==> config.mk <==
export PLATFORM = sky130hd
export DESIGN_NAME = three_voice_wavetable_sound
export DESIGN_NICKNAME = d
export VERILOG_FILES = /design/src/hdl/tvws_pkg.sv /design/src/hdl/tvws_regfile.sv /design/src/hdl/tvws_wave_ram.sv /design/src/hdl/tvws_mixer.sv /design/src/hdl/three_voice_wavetable_sound.sv
export SDC_FILE = /design/constraint.sdc
export NUM_CORES = 2
export LEC_CHECK = 0
export BUFFER_PORTS_ARGS = -buffer_cell sky130_fd_sc_hd__clkbuf_2
export CAP_MARGIN = 20
export CELL_PAD_IN_SITES_DETAIL_PLACEMENT = 1
export CELL_PAD_IN_SITES_GLOBAL_PLACEMENT = 1
export CORE_MARGIN = 5
export CORE_UTILIZATION = 45
export DETAILED_ROUTE_END_ITERATION = 10
export PLACE_DENSITY_LB_ADDON = 0.12
export RECOVER_POWER = 100
export REMOVE_ABC_BUFFERS = 1
export SYNTH_ARGS = -nofsm -noshare
export SYNTH_HDL_FRONTEND = slang
export SYNTH_SLANG_ARGS = --single-unit
==> constraint.sdc <==
create_clock -name aclk -period 6.6 [get_ports aclk]
set_input_delay 0.33 -clock aclk [delete_from_list [all_inputs] [get_ports aclk]]
set_output_delay 0.33 -clock aclk [all_outputs]
set_load 0.01 [all_outputs]
==> src/hdl/tvws_pkg.sv <==
// ----------------------------------------------------------------------------
// tvws_pkg
// Shared types and constants of the three-voice wavetable sound generator.
// ----------------------------------------------------------------------------
package tvws_pkg;

    localparam int NUM_VOICES  = 3;
    localparam int NIB_W       = 4;
    localparam int REG_DEPTH   = 32;
    localparam int REG_AW      = 5;
    localparam int ADDR_W      = 8;
    localparam int WAVE_DEPTH  = 256;
    localparam int WAVE_AW     = 8;
    localparam int WAVEFORM_W  = 3;
    localparam int FREQ_W      = 20;
    localparam int PHASE_W     = 32;
    localparam int WAVE_IDX_LSB = 25;
    localparam int WAVE_IDX_W  = 5;
    localparam int OUT_W       = 10;
    localparam int PROD_W      = 9;

    // Sound register map
    localparam int VOICE_STRIDE      = 5;
    localparam int REG_WAVEFORM_BASE = 'h05;
    localparam int REG_FREQ_LOW      = 'h10;
    localparam int REG_FREQ_BASE     = 'h11;
    localparam int REG_VOLUME_BASE   = 'h15;

    typedef enum logic [1:0] {
        ACT_REG_WR  = 2'd0,
        ACT_WAVE_WR = 2'd1,
        ACT_TICK    = 2'd2
    } action_t;

    typedef struct packed {
        logic [WAVEFORM_W-1:0] waveform;
        logic [NIB_W-1:0]      volume;
        logic [FREQ_W-1:0]     freq;
        logic                  active;
    } voice_cfg_t;

endpackage

==> src/hdl/tvws_regfile.sv <==
// ----------------------------------------------------------------------------
// tvws_regfile
// 32-entry sound register file with per-voice field decode.
// ----------------------------------------------------------------------------
module tvws_regfile
    import tvws_pkg::*;
(
    input  logic               aclk,
    input  logic               aresetn,
    input  logic               wr_en,
    input  logic [ADDR_W-1:0]  wr_addr,
    input  logic [NIB_W-1:0]   wr_data,
    output voice_cfg_t         voice_cfg [NUM_VOICES]
);

    logic [NIB_W-1:0] regs_reg [REG_DEPTH];

    // Writes above the register range drop silently
    always_ff @(posedge aclk) begin
        if (!aresetn) begin
            for (int i = 0; i < REG_DEPTH; i++) begin
                regs_reg[i] <= '0;
            end
        end else if (wr_en && (wr_addr[ADDR_W-1:REG_AW] == '0)) begin
            regs_reg[wr_addr[REG_AW-1:0]] <= wr_data;
        end
    end

    for (genvar v = 0; v < NUM_VOICES; v++) begin : g_voice
        localparam logic [REG_AW-1:0] IdxWave =
            REG_AW'(REG_WAVEFORM_BASE + VOICE_STRIDE * v);
        localparam logic [REG_AW-1:0] IdxVol =
            REG_AW'(REG_VOLUME_BASE + VOICE_STRIDE * v);
        localparam logic [REG_AW-1:0] IdxF1 =
            REG_AW'(REG_FREQ_BASE + VOICE_STRIDE * v);
        localparam logic [REG_AW-1:0] IdxF2 =
            REG_AW'(REG_FREQ_BASE + 1 + VOICE_STRIDE * v);
        localparam logic [REG_AW-1:0] IdxF3 =
            REG_AW'(REG_FREQ_BASE + 2 + VOICE_STRIDE * v);
        localparam logic [REG_AW-1:0] IdxF4 =
            REG_AW'(REG_FREQ_BASE + 3 + VOICE_STRIDE * v);
        localparam logic [REG_AW-1:0] IdxLow = REG_AW'(REG_FREQ_LOW);

        logic [NIB_W-1:0]  low_nib;
        logic [FREQ_W-1:0] freq;

        // Only voice 0 owns the lowest frequency nibble
        assign low_nib = (v == 0) ? regs_reg[IdxLow] : '0;
        assign freq    = {regs_reg[IdxF4], regs_reg[IdxF3], regs_reg[IdxF2],
                          regs_reg[IdxF1], low_nib};

        // Fields in order: waveform, volume, frequency, active
        assign voice_cfg[v] = {regs_reg[IdxWave][WAVEFORM_W-1:0],
                               regs_reg[IdxVol],
                               freq,
                               (regs_reg[IdxVol] != '0) && (freq != '0)};
    end

endmodule

==> src/hdl/tvws_wave_ram.sv <==
// ----------------------------------------------------------------------------
// tvws_wave_ram
// 256 x 4 wave store, one write port and one registered read port.
// ----------------------------------------------------------------------------
module tvws_wave_ram
    import tvws_pkg::*;
(
    input  logic               aclk,
    input  logic               wr_en,
    input  logic [WAVE_AW-1:0] wr_addr,
    input  logic [NIB_W-1:0]   wr_data,
    input  logic               rd_en,
    input  logic [WAVE_AW-1:0] rd_addr,
    output logic [NIB_W-1:0]   rd_data
);

    logic [NIB_W-1:0] mem [WAVE_DEPTH];

    always_ff @(posedge aclk) begin
        if (wr_en) begin
            mem[wr_addr] <= wr_data;
        end
    end

    // Read returns the old word on a same-cycle write
    always_ff @(posedge aclk) begin
        if (rd_en) begin
            rd_data <= mem[rd_addr];
        end
    end

endmodule

==> src/hdl/tvws_mixer.sv <==
// ----------------------------------------------------------------------------
// tvws_mixer
// Weight each voice's signed wave sample by its volume and sum the voices.
// ----------------------------------------------------------------------------
module tvws_mixer
    import tvws_pkg::*;
(
    input  logic [NIB_W-1:0]        wave_nib [NUM_VOICES],
    input  logic [NIB_W-1:0]        volume   [NUM_VOICES],
    input  logic                    active   [NUM_VOICES],
    output logic signed [OUT_W-1:0] mix
);

    logic signed [NIB_W-1:0]  sample [NUM_VOICES];
    logic signed [PROD_W-1:0] samp_ext [NUM_VOICES];
    logic signed [PROD_W-1:0] vol_ext [NUM_VOICES];
    logic signed [PROD_W-1:0] prod [NUM_VOICES];

    always_comb begin
        mix = '0;
        for (int v = 0; v < NUM_VOICES; v++) begin
            // Stored nibble minus bias: flip the top bit
            sample[v]   = signed'({~wave_nib[v][NIB_W-1], wave_nib[v][NIB_W-2:0]});
            samp_ext[v] = PROD_W'(sample[v]);
            vol_ext[v]  = signed'({{(PROD_W-NIB_W){1'b0}}, volume[v]});
            prod[v]     = active[v] ? (samp_ext[v] * vol_ext[v]) : '0;
            mix         = mix + OUT_W'(prod[v]);
        end
    end

endmodule

==> src/hdl/three_voice_wavetable_sound.sv <==
// ----------------------------------------------------------------------------
// three_voice_wavetable_sound
// A tick's result passes the input, phase and mix stages, then the output register.
// Throughput: one item per cycle unless the output stalls; writes retire in the input stage.
// The three wave store copies and the phase registers set this staged flow.
// Reset (aresetn low, synchronous): registers, phases, scale, valids cleared.
// The wave store is not cleared and holds garbage until written.
// ----------------------------------------------------------------------------
module three_voice_wavetable_sound
    import tvws_pkg::*;
(
    input  logic                    aclk,
    input  logic                    aresetn,
    // configuration
    input  logic                    cfg_wr_en,
    input  logic [PHASE_W-1:0]      cfg_wr_data,
    // input items
    input  logic                    s_valid,
    output logic                    s_ready,
    input  logic [1:0]              s_action,
    input  logic [ADDR_W-1:0]       s_write_addr,
    input  logic [NIB_W-1:0]        s_write_data,
    // results
    output logic                    m_valid,
    input  logic                    m_ready,
    output logic signed [OUT_W-1:0] m_mixed_sample
);

    // ------------------------------------------------------------------
    // Stage enables: each stage moves when the next one is empty or moving
    // ------------------------------------------------------------------
    logic en_out, en3, en2, en1;

    logic                    in_v_reg;
    action_t                 in_action_reg;
    logic [ADDR_W-1:0]       in_addr_reg;
    logic [NIB_W-1:0]        in_data_reg;

    logic                    v2_reg;
    logic                    v3_reg;
    logic                    out_v_reg;
    logic signed [OUT_W-1:0] out_sample_reg;

    logic [PHASE_W-1:0]      phase_scale_reg;

    assign en_out  = !out_v_reg || m_ready;
    assign en3     = !v3_reg || en_out;
    assign en2     = !v2_reg || en3;
    assign en1     = !in_v_reg || en2;
    assign s_ready = en1;

    // Scale register; the user must write it only while idle, the block does not enforce this
    always_ff @(posedge aclk) begin
        if (!aresetn) begin
            phase_scale_reg <= '0;
        end else if (cfg_wr_en) begin
            phase_scale_reg <= cfg_wr_data;
        end
    end

    // ------------------------------------------------------------------
    // Stage 1: input register; writes take effect as the item leaves
    // ------------------------------------------------------------------
    always_ff @(posedge aclk) begin
        if (!aresetn) begin
            in_v_reg <= 1'b0;
        end else if (en1) begin
            in_v_reg <= s_valid;
        end
    end

    always_ff @(posedge aclk) begin
        if (en1 && s_valid) begin
            in_action_reg <= action_t'(s_action);
            in_addr_reg   <= s_write_addr;
            in_data_reg   <= s_write_data;
        end
    end

    logic s1_fire;
    logic reg_wr, wave_wr, tick1;

    assign s1_fire = in_v_reg && en2;

    always_comb begin
        reg_wr  = 1'b0;
        wave_wr = 1'b0;
        tick1   = 1'b0;
        case (in_action_reg)
            ACT_REG_WR:  reg_wr  = s1_fire;
            ACT_WAVE_WR: wave_wr = s1_fire;
            ACT_TICK:    tick1   = s1_fire;
            default: ;  // unused code: drop the item
        endcase
    end

    voice_cfg_t voice_cfg [NUM_VOICES];

    tvws_regfile u_regfile (
        .aclk      (aclk),
        .aresetn   (aresetn),
        .wr_en     (reg_wr),
        .wr_addr   (in_addr_reg),
        .wr_data   (in_data_reg),
        .voice_cfg (voice_cfg)
    );

    // Phase step per voice: frequency times scale, low 32 bits
    logic [PHASE_W-1:0] step1 [NUM_VOICES];

    always_comb begin
        for (int v = 0; v < NUM_VOICES; v++) begin
            step1[v] = PHASE_W'(voice_cfg[v].freq) * phase_scale_reg;
        end
    end

    // ------------------------------------------------------------------
    // Stage 2: phase read, wave lookup address, phase advance
    // ------------------------------------------------------------------
    logic [PHASE_W-1:0]    step2_reg     [NUM_VOICES];
    logic [WAVEFORM_W-1:0] waveform2_reg [NUM_VOICES];
    logic [NIB_W-1:0]      volume2_reg   [NUM_VOICES];
    logic                  active2_reg   [NUM_VOICES];
    logic [PHASE_W-1:0]    phase_reg     [NUM_VOICES];

    always_ff @(posedge aclk) begin
        if (!aresetn) begin
            v2_reg <= 1'b0;
        end else if (en2) begin
            v2_reg <= tick1;
        end
    end

    always_ff @(posedge aclk) begin
        if (tick1) begin
            for (int v = 0; v < NUM_VOICES; v++) begin
                step2_reg[v]     <= step1[v];
                waveform2_reg[v] <= voice_cfg[v].waveform;
                volume2_reg[v]   <= voice_cfg[v].volume;
                active2_reg[v]   <= voice_cfg[v].active;
            end
        end
    end

    logic s2_fire;
    assign s2_fire = v2_reg && en3;

    // Advance only sounding voices; the lookup uses the phase before the add
    always_ff @(posedge aclk) begin
        if (!aresetn) begin
            for (int v = 0; v < NUM_VOICES; v++) begin
                phase_reg[v] <= '0;
            end
        end else if (s2_fire) begin
            for (int v = 0; v < NUM_VOICES; v++) begin
                if (active2_reg[v]) begin
                    phase_reg[v] <= phase_reg[v] + step2_reg[v];
                end
            end
        end
    end

    // One wave store copy per voice so all three look up in the same cycle
    logic [NIB_W-1:0] wave_nib3 [NUM_VOICES];

    for (genvar v = 0; v < NUM_VOICES; v++) begin : g_wave
        logic [WAVE_AW-1:0] rd_addr;

        assign rd_addr = {waveform2_reg[v],
                          phase_reg[v][WAVE_IDX_LSB +: WAVE_IDX_W]};

        tvws_wave_ram u_wave_ram (
            .aclk    (aclk),
            .wr_en   (wave_wr),
            .wr_addr (in_addr_reg),
            .wr_data (in_data_reg),
            .rd_en   (s2_fire),
            .rd_addr (rd_addr),
            .rd_data (wave_nib3[v])
        );
    end

    // ------------------------------------------------------------------
    // Stage 3: weight and mix, then into the output register
    // ------------------------------------------------------------------
    logic [NIB_W-1:0] volume3_reg [NUM_VOICES];
    logic             active3_reg [NUM_VOICES];

    always_ff @(posedge aclk) begin
        if (!aresetn) begin
            v3_reg <= 1'b0;
        end else if (en3) begin
            v3_reg <= v2_reg;
        end
    end

    always_ff @(posedge aclk) begin
        if (s2_fire) begin
            for (int v = 0; v < NUM_VOICES; v++) begin
                volume3_reg[v] <= volume2_reg[v];
                active3_reg[v] <= active2_reg[v];
            end
        end
    end

    logic signed [OUT_W-1:0] mix3;

    tvws_mixer u_mixer (
        .wave_nib (wave_nib3),
        .volume   (volume3_reg),
        .active   (active3_reg),
        .mix      (mix3)
    );

    // Output register: hold the result until the transfer completes
    always_ff @(posedge aclk) begin
        if (!aresetn) begin
            out_v_reg <= 1'b0;
        end else if (en_out) begin
            out_v_reg <= v3_reg;
        end
    end

    always_ff @(posedge aclk) begin
        if (en_out && v3_reg) begin
            out_sample_reg <= mix3;
        end
    end

    assign m_valid        = out_v_reg;
    assign m_mixed_sample = out_sample_reg;

endmodule

==> results.md <==
* Clock Skews at 67.42 ps
* Slew Limit Headroom at -1.994
* Syn Area/Cell at 13.73 µm²
* Fin crit period at 6540 ps
* Grt ovf at 0
* Initial antenna violation count at 11
* Clk_lat worst skew at 840 ps
* Iteration-0 DRC Markers at 5563
* Capture point of the worst reg-to-reg path: step2_reg[0][27]
* CTS H-Tree Depth at 4
* Total power per unit cell area at 209.3 mW/mm²
* Finish-stage setup viols at 0
* CTS tree: built
* Worst-path fanout max at 4
* Setup TNS at 0 ps
* Final Instance Count excl. Fillers at 10800
* Final nets at 8811
* TritonCTS Buffers at 164
* Final Hold Vio Count at 0
* Mapped Cells at 7496
* Vias in the first global route at 71440
* Final hold slack at 38.97 ps
* Synth-to-layout area growth at 11.68%
* Min-Delay Endpoint: phase_scale_reg[13]
* Root buffer cell: clkbuf_16
* Total number of vias at 65150
* Post-DP HPWL at 227.5 mm
* WP data required at 7150 ps
* Final setup margin at 59.67 ps
* Yosys reg bits at 1370
* DRC at 0
* Clock buffer depth at 3
* Dpl cells at 10400
* Outcome: complete, but fails checks
* PortBufs at 60
* Synth Warn # at 0
* Area fraction of the dominant cell type after synthesis at 0.3897
* Remaining antenna violation count at 0
* Largest net degree at the start of global routing at 189
* First-pass iteration count of the detailed router at 5
* R2r setup slk at 60 ps
* Initial Util at 0.4525
* DR WL/cell at 30.21 µm
* Worst-path clk slew at 60 ps
* Max Cap Viol at 36
* Actual slew at the worst max-slew pin at 4491 ps
* Total power at 24.07 mW
* Register area share after synthesis at 0.3963
* Post-synthesis cell area at 0.1029 mm²
* Placer congestion estimate at 0.8592
* Pre-CTS setup slack at -252.7 ps
* Fin area at 0.1150 mm²
* Max-slew violations at 1592
* Library cells used by synthesis at 62
* Row Count at 175
* Total GRT Usage at 0.2759
* Core Area at 0.2275 mm²
* Ys flop type: edfxtp_1
* Die area at 0.2384 mm²
* CP Capture Type: flop
* # clock sinks at 1370
* Hold Path Class: in -> reg
* Final period util at 0.9910
* Startpoint class of the critical path: flop
* First-pass GRT wire length at 483.7 mm
* Share of cells above drive strength 1 at 0.2258
* CP arrival at 7090 ps
* WHS Path Cells at 3
* Vias/cell at 6.035
* Violated checks: max-capacitance violations, max-slew violations
* Placed Area at 0.1082 mm²
* End-of-flow core utilization at 0.5054
* Synth top area cells: edfxtp_1, mux4_2, fa_1
* Cell taking the most area after synthesis: edfxtp_1
* Crit path kind: reg -> reg
* Vert. Die Dim at 488.3 µm
* LEAKAGE at 41.81 nW
* Reg2Reg Depth at 23
* Hold path startpoint: cfg_wr_data[13]
* RR Startpoint: u_regfile.regs_reg[18][0]
* I/O pins at 63
* Share of async-settable or async-resettable flops after synthesis at 0
* Peak supply drop at 0.2627 mV
* Largest register FFs at 1024
* Final wirelength at 326.2 mm
* RSZ-0062 raised after global routing: true
* Fmax at 0.1529 GHz
* Number of synthesized flops with an enable pin at 1336
* Die width at 488.3 µm
[report_power, final]
group          total [mW]  internal (mW)  switching [mW]
Sequential           9.90           9.79           0.104
Combinational        4.72           1.99            2.74
Clock                9.45           5.41            4.03
Total                24.1           17.2            6.87
[repair_timing]
action                     in CTS  in global routing
pin swaps                       4                 88
setup buffers                   5                 26
hold endpoints to repair       45                  0
setup endpoints to repair      18                 28
hold buffers                   52                  0
gates resized for setup        23                143
cloned                          0                  3
[routing by layer]
layer / track usage / vias to the layer above / wire, µm
li1: - / 27160 / -
met1: 0.3567 / 34990 / 126400
met2: 0.4717 / 2350 / 164000
met3: 0.04013 / 638 / 19490
met4: 0.1102 / 8 / 16250
met5: 0 / - / 51
[synthesized netlist by cell type (34+ instances only)]
cell type,count
mux2i_1,35
mux4_2,1020
xor2_1,63
edfxtp_1,1336
inv_1,926
ha_1,335
o21ai_0,77
dfxtp_1,34
nand3_1,37
nand2_1,759
xnor2_1,160
buf_2,72
fa_1,785
clkbuf_1,367
a21oi_1,121
nor2_1,406
nor2b_1,61
a21o_1,63
and2_1,477
buf_1,50
[logic make-up (layout without fill, tap and decap cells)]
kind of cell,Yosys count,in the layout,synth area share
AND/OR/NAND/NOR,1906,1906,0.08711
XOR/XNOR,223,223,0.01897
adder cells (fa/ha/maj),1120,1120,0.1934
AO/OA/AOI/OAI,404,404,0.02501
other,0,6,0
multiplexers,1055,1055,0.2265
buffers and inverters,1418,1702,0.05269
flip-flops,1370,1370,0.3963
[layout by cell type (no fill, tap or decap), drive strengths merged, types with 12 or more instances in the layout]
master	netlist	final
edfxtp	1336	1336
mux4	1020	1020
inv	926	930
fa	785	785
nand2	759	759
and2	478	478
nor2	406	406
ha	335	335
buf	125	309
clkbuf	367	303
xnor2	160	160
a21oi	121	121
clkinv	0	80
o21ai	78	78
xor2	63	63
a21o	63	63
nor2b	61	61
dlygate4sd3	0	52
nand3	37	37
mux2i	35	35
dfxtp	34	34
nor3	33	33
o21a	25	25
nand2b	24	24
nor4	23	23
o21bai	23	23
and3	20	20
bufinv	0	18
or3	14	14
nor3b	14	14
a31oi	14	14
a211oi	13	13
or2	12	12
[cell type report]
type                            instances  area (µm²)
Timing Repair Buffer                  470        4086
Clock buffer                          194        4288
Tap cell                             3009        3765
Fill cell                           22250      112500
Multi-Input combinational cell       4708       57200
Antenna cell                            6       15.01
Inverter                              926        3477
Clock inverter                        112        1295
Sequential cell                      1370       40840
[worst max-delay path: stages (launching register included)]
cell and delay (ps):
edfxtp_1 460, buf_6 160, and2_1 160, fa_1 540, inv_1 50, fa_1 460, fa_1 520, inv_1 60
fa_1 550, fa_1 450, fa_1 520, inv_1 50, fa_1 490, inv_2 50, ha_4 210, a21o_1 180
a21oi_2 150, o21bai_1 130, a21oi_2 190, o21ai_2 90, o21bai_4 220, a2111oi_4 340, o21bai_1 120, xor2_1 150
[how the worst max path moves through the flow]
stage,endpoint,start,depth (start not counted),slack (ps)
after floorplan,g_wave[0].u_wave_ram.rd_data[0],phase_reg[0][25],4,-5590
after global placement,step2_reg[0][27],u_regfile.regs_reg[18][0],22,-160
after detailed placement,step2_reg[0][27],u_regfile.regs_reg[18][0],22,-250
after CTS,step2_reg[0][27],u_regfile.regs_reg[16][2],26,5
after global routing,step2_reg[0][27],u_regfile.regs_reg[18][0],23,-140
final,step2_reg[0][27],u_regfile.regs_reg[18][0],23,60
No activity file was read; power rests on OpenSTA's default activity.
